`config.mk`:
```
export PLATFORM = sky130hd
export DESIGN_NAME = qvr_cfg_flat
export DESIGN_NICKNAME = d
export VERILOG_FILES = /design/src/rtl/core/qvr_pkg.sv /design/src/rtl/core/qvr_if.sv /design/src/rtl/core/qvr_cfg.sv /design/src/flat_wrapper.sv
export SDC_FILE = /design/constraint.sdc
export NUM_CORES = 1
export LEC_CHECK = 0
export BUFFER_PORTS_ARGS = -buffer_cell sky130_fd_sc_hd__clkbuf_2
export CAP_MARGIN = 20
export CORE_UTILIZATION = 52
export DETAILED_ROUTE_END_ITERATION = 10
export MAX_ROUTING_LAYER = met4
export PLACE_DENSITY = 0.84
export SLEW_MARGIN = 20
export SYNTH_ARGS = -nofsm -noshare
export SYNTH_HDL_FRONTEND = slang
export SYNTH_SLANG_ARGS = --single-unit
```
`constraint.sdc`:
```
create_clock -name clk -period 1 [get_ports clk]
set_input_delay 0.2 -clock clk [delete_from_list [all_inputs] [get_ports clk]]
set_output_delay 0.2 -clock clk [all_outputs]
set_load 0.005 [all_outputs]
```
`src/rtl/core/qvr_pkg.sv`:
```
// ----------------------------------------------------------------------------
// qvr_pkg
// Shared types and constants for the quaternion vector rotation core.
// ----------------------------------------------------------------------------
`timescale 1ns / 1ps

package qvr_pkg;

    // Quaternion register format is fixed at signed 16 bits
    localparam int QUAT_WIDTH = 16;

    // Defaults for the top level parameters
    localparam int VEC_WIDTH_DEF = 16;
    localparam int FRAC_BITS_DEF = 14;

    // Configuration channel widths
    localparam int CFG_INDEX_WIDTH = 8;
    localparam int CFG_DATA_WIDTH  = QUAT_WIDTH;

    // Register indexes
    localparam logic [CFG_INDEX_WIDTH-1:0] REG_ROT_X = CFG_INDEX_WIDTH'(0);
    localparam logic [CFG_INDEX_WIDTH-1:0] REG_ROT_Y = CFG_INDEX_WIDTH'(1);
    localparam logic [CFG_INDEX_WIDTH-1:0] REG_ROT_Z = CFG_INDEX_WIDTH'(2);
    localparam logic [CFG_INDEX_WIDTH-1:0] REG_ROT_W = CFG_INDEX_WIDTH'(3);

    // Rotation matrix entry: sum of quaternion products, doubled, needs two
    // guard bits over a plain product
    localparam int MAT_WIDTH = 2 * QUAT_WIDTH + 2;

    typedef struct packed {
        logic signed [QUAT_WIDTH-1:0] x;
        logic signed [QUAT_WIDTH-1:0] y;
        logic signed [QUAT_WIDTH-1:0] z;
        logic signed [QUAT_WIDTH-1:0] w;
    } quat_t;

    typedef logic signed [MAT_WIDTH-1:0] mat_entry_t;

    // Row-major 3x3 matrix, entry (i,j) at index 3*i+j
    typedef mat_entry_t [8:0] mat_t;

endpackage

```
`src/rtl/core/qvr_if.sv`:
```


interface qvr_cfg_if;
    logic                                 valid;
    logic                                 ready;
    logic [qvr_pkg::CFG_INDEX_WIDTH-1:0]  index;
    logic [qvr_pkg::CFG_DATA_WIDTH-1:0]   data;

    modport source (output valid, output index, output data, input ready);
    modport sink   (input valid, input index, input data, output ready);
endinterface

```
`src/rtl/core/qvr_cfg.sv`:
```
// ----------------------------------------------------------------------------
// qvr_cfg
// Quaternion register file, written through the configuration channel.
// ----------------------------------------------------------------------------
`timescale 1ns / 1ps

module qvr_cfg #(
    parameter int FRAC_BITS = qvr_pkg::FRAC_BITS_DEF
) (
    input  logic           clk,
    input  logic           rst_n,
    qvr_cfg_if.sink        cfg,
    output qvr_pkg::quat_t quat
);

    localparam int QW = qvr_pkg::QUAT_WIDTH;

    // Identity rotation: w = 1.0 in the fixed-point format, kept to QW bits
    localparam logic signed [QW-1:0] ROT_W_RESET = QW'(64'd1 << FRAC_BITS);

    logic signed [QW-1:0] rot_x_reg;
    logic signed [QW-1:0] rot_y_reg;
    logic signed [QW-1:0] rot_z_reg;
    logic signed [QW-1:0] rot_w_reg;

    // Accept every write beat
    assign cfg.ready = 1'b1;

    // Decode the index and load the addressed register; drop unknown indexes
    always_ff @(posedge clk or negedge rst_n)
    begin
        if (!rst_n)
        begin
            rot_x_reg <= '0;
            rot_y_reg <= '0;
            rot_z_reg <= '0;
            rot_w_reg <= ROT_W_RESET;
        end
        else if (cfg.valid && cfg.ready)
        begin
            unique case (cfg.index)
                qvr_pkg::REG_ROT_X: rot_x_reg <= cfg.data;
                qvr_pkg::REG_ROT_Y: rot_y_reg <= cfg.data;
                qvr_pkg::REG_ROT_Z: rot_z_reg <= cfg.data;
                qvr_pkg::REG_ROT_W: rot_w_reg <= cfg.data;
                default:            ;
            endcase
        end
    end

    assign quat.x = rot_x_reg;
    assign quat.y = rot_y_reg;
    assign quat.z = rot_z_reg;
    assign quat.w = rot_w_reg;

endmodule

```
`src/flat_wrapper.sv`:
```
// flat-port wrapper written by rule: the top's interface ports become plain ports
module qvr_cfg_flat 
#(
    parameter int FRAC_BITS = qvr_pkg::FRAC_BITS_DEF
)
  (clk, rst_n, quat, cfg_valid, cfg_index, cfg_data, cfg_ready);
  qvr_cfg_if cfg_i ();
  input  logic clk;
  input  logic rst_n;
  output qvr_pkg::quat_t quat;
  input wire logic [$bits(cfg_i.valid)-1:0] cfg_valid;
  input wire logic [$bits(cfg_i.index)-1:0] cfg_index;
  input wire logic [$bits(cfg_i.data)-1:0] cfg_data;
  output wire logic [$bits(cfg_i.ready)-1:0] cfg_ready;
  assign cfg_i.valid = cfg_valid;
  assign cfg_i.index = cfg_index;
  assign cfg_i.data = cfg_data;
  assign cfg_ready = cfg_i.ready;
  qvr_cfg #(.FRAC_BITS(FRAC_BITS)) u_core (.clk(clk), .rst_n(rst_n), .cfg(cfg_i), .quat(quat));
endmodule
```
# Word level (Yosys, flattened, before mapping)
# Index checks and enable logic that the tools add are counted.
# word_totals
register_bits	64
input_bits	27
output_inout_bits	65
elab_cells	12
# classes
eq_ne	3
n_reduce_logical	5
# op_table
op	count
equality test 8 x 2 -> 1 bit, second input constant	2
equality test 8 x 1 -> 1 bit, second input constant	1
logical NOT 8 bit	1
AND reduction 2 bit	4

# Logic depth before layout (Yosys ltp)
# Gate-level depths: netlist of the first run.
# logic_depth
depth_word	2
mapped_depth	5
mapped_depth_nobuf	3

# Worst setup path after synthesis of the first run
# OpenSTA, ideal clock, no wires.
# synth_timing
kind	in2reg
from	input cfg_index[6]
to	register u_core.rot_x_reg[10]
setup_ns	0.125
arrival_ns	1.381
required_time_ns	0.875
slack_ns	-0.506
cell_stages	5
path_buffers	2
path_cell_list	nor4b_4 > and4bb_2 > buf_4 > buf_6 > mux2_2
# synth_via
elab_chain_len	2
# synth_rtl
element	line_no	rtl
start, declared	flat_wrapper.sv:12	input wire logic [$bits(cfg_i.index)-1:0] cfg_index;
logical NOT 8 bit	qvr_cfg.sv:41	unique case (cfg.index)
AND reduction 2 bit (no source line)	--	
end signal, assigned	qvr_cfg.sv:42	qvr_pkg::REG_ROT_X: rot_x_reg <= cfg.data;
end, declared	qvr_cfg.sv:21	logic signed [QW-1:0] rot_x_reg;
# No other way between the ends.
# A chain may end at the register's enable or synchronous reset.

# Worst setup path after layout of the first run
# layout_timing
from	input cfg_index[6]
to	register u_core.rot_z_reg[13]
# layout_via
elab_chain_len	2
# layout_rtl
element	line_no	rtl
equality test 8 x 2 -> 1 bit	qvr_cfg.sv:41	
AND reduction 2 bit (no source line)	--	
end signal, assigned	qvr_cfg.sv:44	qvr_pkg::REG_ROT_Z: rot_z_reg <= cfg.data;
end, declared	qvr_cfg.sv:23	logic signed [QW-1:0] rot_z_reg;
# No other way between the ends.

==> results of run 1 <==
where the power goes:
group          leakage, nW  internal [mW]  switching [mW]
Clock                0.103           1.28           0.953
Combinational         1.13          0.346           0.235
Sequential           0.879           2.71          0.0700
Total                 2.11           4.34            1.26
cell type report:
type | instances | share of cell area [%]
multi-input cells | 71 | 25.5
clock buffers | 13 | 4.29
well taps | 52 | 1.76
repair buffers | 137 | 24.2
flip-flops and latches | 64 | 43.2
clock inverters | 3 | 1.08
per-stage QoR:
stage          instance area, um^2  hold slack (ns)  worst slack, ns  cells  util, %
2_1_floorplan                 2570          -0.0956           -0.484    142        -
3_3_place_gp                  3130            0.243           -0.522    289     70.1
3_5_place_dp                  3130            0.243           -0.558    289     70.1
4_1_cts                       3520            0.131           -0.199    324     78.7
5_1_grt                       3710            0.142           -0.249    340     82.8
6_report                      3710            0.142           -0.204    340     82.8
worst register-to-register path, cell delays in order (launching register included):
cell and delay (ns):
dfrtp_1 0.40, buf_4 0.15, buf_4 0.13, mux2_4 0.26
logic make-up (layout without fill, tap and decap cells):
group | Yosys count | after routing
muxes | 64 | 64
DFF | 64 | 64
buffers and inverters | 7 | 153
and+or+nand+nor | 6 | 6
other | 1 | 1
metal layers:
| metal | vias up | GRT usage (%) | routed length [um] | share of wire (%) |
|---|---|---|---|---|
| met3 | 9 | 5.84 | 335 | 5.5 |
| met4 | 0 | 10.7 | 93 | 1.5 |
| met5 | - | - | 0 | 0 |
| met1 | 881 | 30.5 | 2500 | 41 |
| met2 | 75 | 40.0 | 3190 | 52 |
| li1 | 794 | - | - | - |
synth_stat cells:
| master | count |
|---|---|
| conb_1 | 1 |
| dfstp_2 | 1 |
| buf_4 | 2 |
| dfrtp_1 | 63 |
| and4b_2 | 1 |
| nor3_2 | 1 |
| mux2_4 | 1 |
| buf_6 | 5 |
| nand4b_2 | 1 |
| mux2_2 | 63 |
| nor4b_4 | 1 |
| nand4_2 | 1 |
| and4bb_2 | 1 |
timing repair:
action,4_1_cts,5_1_grt
pin swaps,0,3
cloned,0,1
hold buffers,1,0
setup endpoints to repair,128,128
buffers inserted,18,15
gates resized for setup,12,12
hold endpoints to repair,63,0
path summary, 6_finish.rpt:
check	to	slack, ns	from	cells past startpoint
setup / recovery	u_core.rot_z_reg[13]	-0.20	cfg_index[6]	6
hold / removal	u_core.rot_y_reg[13]	0.14	cfg_data[13]	2
setup reg to reg	u_core.rot_y_reg[8]	-0.04	u_core.rot_y_reg[8]	3
hold reg to reg	u_core.rot_w_reg[6]	0.51	u_core.rot_w_reg[6]	1
max in group asynchronous	u_core.rot_w_reg[14]	0.24	rst_n	3
min in group asynchronous	u_core.rot_z_reg[9]	0.45	rst_n	3
==> impl_results.md, run 1 <==
- CP arrival: 1.42 ns
- Root Buffer: clkbuf_8
- CTS Buffer Depth: 2
- Largest family of logic cells by synthesized area: multiplexers
- Residual DRC: 7
- Flip-flop and latch count after synthesis: 64
- Synth warn: 0
- Commonest non-fill, non-tap cell in the layout: clkbuf_2
- I/O pins: 92
- Setup TNS: -12.87 ns
- DIE HEIGHT: 71.2 um
- Cell Rows: 24
- Total die area: 5060 um^2
- Net Count, Synth: 169
- Violations in the final reports: DRC, setup timing
- Compound-Gate Fraction of Synth Area: 0%
- Final worst slack: -0.204 ns
- VDD IR max: 1200 uV
- Register area share after synthesis: 64.4%
- Final clock period utilization by the worst path: 120%
- Cell count after synthesis: 142
- Htree depth: 3
- MaxCap Viol Count: 0
- Fill count: 221
- Post-Synth Adder-Cell Area: 0%
- Clk_lat worst skew: 0.33 ns
- CTS tree: built
- Largest net degree at the start of global routing: 65
- CP max FO: 9
- Syn_area_per_cell: 17.5 um^2
- Max stage delay cell, worst path: nor4b_4
- Area Overhead vs Synth: 49.0%
- Most frequent cells in the layout: clkbuf_2, dfrtp_1, buf_4, mux2_4, mux2_2
- Vias in the first global route: 1819
- DR vias/cell: 5.17
- Post-Synth Simple-Gate Area: 3.42%
- Largest cells by area after synthesis: dfrtp_1, mux2_2, buf_6, dfstp_2, nor4b_4
- Starting density of the core: 55.6%
- Port-buffer cells: 90
- Final total power: 5.60 mW
- First DRT Iteration DRCs: 120
- Placer Congestion: 0.705
- HP Class: in2reg
- Num CTS Buffers: 9
- Leading area contributor after synthesis: dfrtp_1
- CP Cell Sequence: buf_6 > nor4b_4 > buf_4 > nand4b_2 > buf_6 > mux2_2
- Top Family by Delay on Critical Path: buffers and inverters
- First-pass GRT wire length: 8940 um
- Worst path bufs/invs: 3
- Pwr Density: 1510 nW/um^2
- Critical Path Source Type: input port
- Remaining antenna violation count: 0
- Lkg Pwr: 2.11 nW
- Post-layout minimum cycle time: 1.20 ns
- Crit path required time: 1.21 ns
- Xor/xnor cell area share of the yosys netlist: 0%
- Share of layout cells above drive strength 1: 76.7%
- Total Wirelength: 6120 um
- Yosys cell types: 13
- DRT Pass-1 Iters: 10
- Drt wl/cell: 18.0 um
- Via count: 1759
- Crit-path max cell delay: 0.31 ns
- Most used cell, CP: buf_6
- Total Nets Final: 310
- Count of final hold-check violations: 0
- FF+latch area: 1600 um^2
- Initial antenna violation count: 0
- GRT overflow: 0
- Critical path capture point type: register
- Die X: 71.2 um
- Antenna Cells: 0
- Status: finished with violations
- Post-synth top area share: 63.4%
- Kind of critical path: in2reg
- Hpwl dp: 3590 um
- Multi-input gate area: 943 um^2
- Total GRT Usage: 25.0%
- Final setup viols: 128
- Synth Cell Area: 2490 um^2
- Clock Skews: 0 ns
- Unrepaired setup endpoints after global routing: true
- Sinks on Clock Net: 64
- Max-slew violations: 0
- F_max: 831 MHz
- Mux cell area share after synthesis: 29.1%
- Clk slew on worst S/H paths: 0.07 ns
- Core area: 4470 um^2
No activity file was read; power rests on OpenSTA's default activity.
==> inputs of run 2 (changes only) <==
--- a/config.mk
+++ b/config.mk
@@ -10,7 +10,7 @@
 export CORE_UTILIZATION = 52
 export DETAILED_ROUTE_END_ITERATION = 10
 export MAX_ROUTING_LAYER = met4
-export PLACE_DENSITY = 0.84
+export PLACE_DENSITY_LB_ADDON = 0.12
 export SLEW_MARGIN = 20
 export SYNTH_ARGS = -nofsm -noshare
 export SYNTH_HDL_FRONTEND = slang
==> impl_results.md, run 2 (same netlist as run 1, synthesis figures left out) <==
- Status: finished with violations
- Violations in the final reports: DRC, setup timing
- Final setup viols: 128 (unchanged)
- DP Worst Slack: -0.665 ns (-0.107 ns)
- Sw Ratio: 23.2% (+0.75 points)
- CP Cell Sequence: buf_6 > nor4b_4 > buf_4 > buf_6 > nand4_4 > clkbuf_16 > mux2_4
- Post-layout minimum cycle time: 1.26 ns (+0.0521 ns)
- First-pass GRT wire length: 10300 um (+15%)
- Clock Skews: 0 ns (unchanged)
- Fill count: 214 (-3.2%)
- Pwr Density: 1510 nW/um^2 (-0.33%)
- Hold Crit Start: cfg_data[15]
- Crit path required time: 1.23 ns (+0.02 ns)
- HP Class: in2reg
- Worst r2r path cells: 3 (unchanged)
- Via count: 1826 (+3.8%)
- Most frequent cells in the layout: clkbuf_2, dfrtp_1, buf_4, mux2_4, mux2_2
- DRT Pass-1 Iters: 7 (-3)
- Net Sw Power: 1.36 mW (+8.0%)
- Total Wirelength: 6620 um (+8.1%)
- Drt wl/cell: 18.7 um (+3.9%)
- CTS Buffer Depth: 2 (unchanged)
- Sinks on Clock Net: 64 (unchanged)
- Clk pwr share: 41.7% (+1.8 points)
- Kind of critical path: in2reg
- I/O pins: 92 (unchanged)
- Lkg Pwr: 2.21 nW (+4.6%)
- VDD IR max: 1510 uV (+26%)
- Port-buffer cells: 90 (unchanged)
- Root Buffer: clkbuf_8
- Initial antenna violation count: 0 (unchanged)
- Residual DRC: 7 (unchanged)
- Cell Rows: 24 (unchanged)
- Critical Path Source Type: input port
- Clk slew on worst S/H paths: 0.07 ns (about the same)
- Post-DP Area: 3180 um^2 (+1.5%)
- Final total power: 5.85 mW (+4.5%)
- Hold Crit Depth: 2 (unchanged)
- Non-filler instance count after layout: 354 (+4.1%)
- Clk_lat worst skew: 0.33 ns (about the same)
- Area Overhead vs Synth: 56.2%
- Dpl cells: 292 (+1.0%)
- Hpwl dp: 3920 um (+9.1%)
- Total GRT Usage: 29.4% (+4.5 points)
- First DRT Iteration DRCs: 102 (-15%)
- Total Nets Final: 324 (+4.5%)
- Core area: 4470 um^2 (unchanged)
- Share of layout cells above drive strength 1: 78.5% (+1.7 points)
- F_max: 796 MHz (-4.1%)
- Critical path capture point type: register
- WHS Endpoint: u_core.rot_x_reg[15]
- Most used cell, CP: buf_6
- Htree depth: 3 (unchanged)
- Count of final hold-check violations: 0 (unchanged)
- Reg-to-reg slack, setup: -0.03 ns (about the same)
- Final clock period utilization by the worst path: 126% (+5.2 points)
- Total die area: 5060 um^2 (unchanged)
- Sequential Power Share: 47.6% (-2.1 points)
- Unrepaired setup endpoints after global routing: true
- GRT overflow: 0 (unchanged)
- Remaining antenna violation count: 0 (unchanged)
- MaxCap Viol Count: 0 (unchanged)
- DIE HEIGHT: 71.2 um (unchanged)
- CTS tree: built
- Commonest non-fill, non-tap cell in the layout: clkbuf_2
- DR vias/cell: 5.16 (-0.30%)
- Placer Congestion: 0.733 (+3.9%)
- Logic pwr share: 10.7% (+0.3 points)
- Final instance area: 3890 um^2 (+4.9%)
- Starting density of the core: 55.6% (unchanged)
- Final worst slack: -0.256 ns (-0.0521 ns)
- Max-slew violations: 0 (unchanged)
- Max stage delay cell, worst path: mux2_4
- CP arrival: 1.48 ns (+0.06 ns)
- Num CTS Buffers: 9 (unchanged)
- Largest net degree at the start of global routing: 31 (-52%)
- Worst flop-to-flop path endpoint: u_core.rot_x_reg[1]
- Die X: 71.2 um (unchanged)
- CP max FO: 7 (-2)
- Vias in the first global route: 1921 (+5.6%)
- Crit-path max cell delay: 0.30 ns (about the same)
- Internal: 4.49 mW (+3.5%)
- FF-to-FF Start: u_core.rot_x_reg[1]
- Antenna Cells: 0 (unchanged)
run 2: cell count changes in the layout (fill, tap and decap cells not counted), moves of 2 or more:
cell,delta
buf_12,+3
buf_4,+11
buf_6,-2
clkbuf_1,-2
clkbuf_8,-2
clkinv_4,+3
mux2_2,-3
mux2_4,+3
run 2: routing by layer:
| metal | GRT usage, % | vias up | wire length (um) |
|---|---|---|---|
| met5 | - | - | 0 |
| met4 | 11.3 | 0 | 123 |
| met3 | 6.84 | 11 | 285 |
| met2 | 47.3 | 73 | 3420 |
| met1 | 36.3 | 921 | 2800 |
| li1 | - | 821 | - |
run 2: cell type report:
cell class                      count  area (um^2)  area share [%]
Clock buffer                        9          124            3.19
Multi-Input combinational cell     71          962            24.8
Tap cell                           52         65.1            1.67
Clock inverter                      7         96.3            2.48
Timing Repair Buffer              151         1040            26.7
Sequential cell                    64         1600            41.2
run 2: worst max path at each step:
| stage | end | startpoint | depth (start not counted) |
|---|---|---|---|
| final | u_core.rot_w_reg[3] | cfg_index[3] | 7 |
| after global routing | u_core.rot_w_reg[3] | cfg_index[3] | 7 |
| after global placement | u_core.rot_y_reg[13] | cfg_index[2] | 5 |
| after floorplan | u_core.rot_x_reg[10] | cfg_index[2] | 5 |
| after detailed placement | u_core.rot_y_reg[7] | cfg_index[2] | 5 |
| after CTS | u_core.rot_w_reg[9] | cfg_index[6] | 7 |
run 2: critical path, delay by kind of cell:
| family | cells | cell delay [ns] |
|---|---|---|
| and+or+nand+nor | 2 | 0.41 |
| buffers and inverters | 4 | 0.56 |
| muxes | 1 | 0.30 |
run 2: what timing repair did:
item	CTS	global route
hold endpoints to repair	8	0
hold buffers	1	0
resized for setup	25	6
endpoints found under the setup margin	128	128
cloned	2	0
buffers inserted	28	17
pin swaps	4	2
run 2: metrics by stage:
stage	hold slack, ns	TNS (ns)	util (%)
4_1_cts	0.135	-16.39	84.6
6_report	0.150	-14.90	86.9
3_3_place_gp	0.110	-32.75	71.1
2_1_floorplan	-0.0956	-23.66	-
5_1_grt	0.143	-20.07	86.9
3_5_place_dp	0.113	-36.74	71.1
run 2: power by group through the flow:
stage,clock (mW),combinational (mW),sequential [mW]
after floorplan,0,0.149,2.83
after global placement,0,0.449,2.82
after global routing,2.59,0.677,2.80
after CTS,2.46,0.572,2.78
after detailed placement,0,0.469,2.83
final,2.44,0.626,2.78
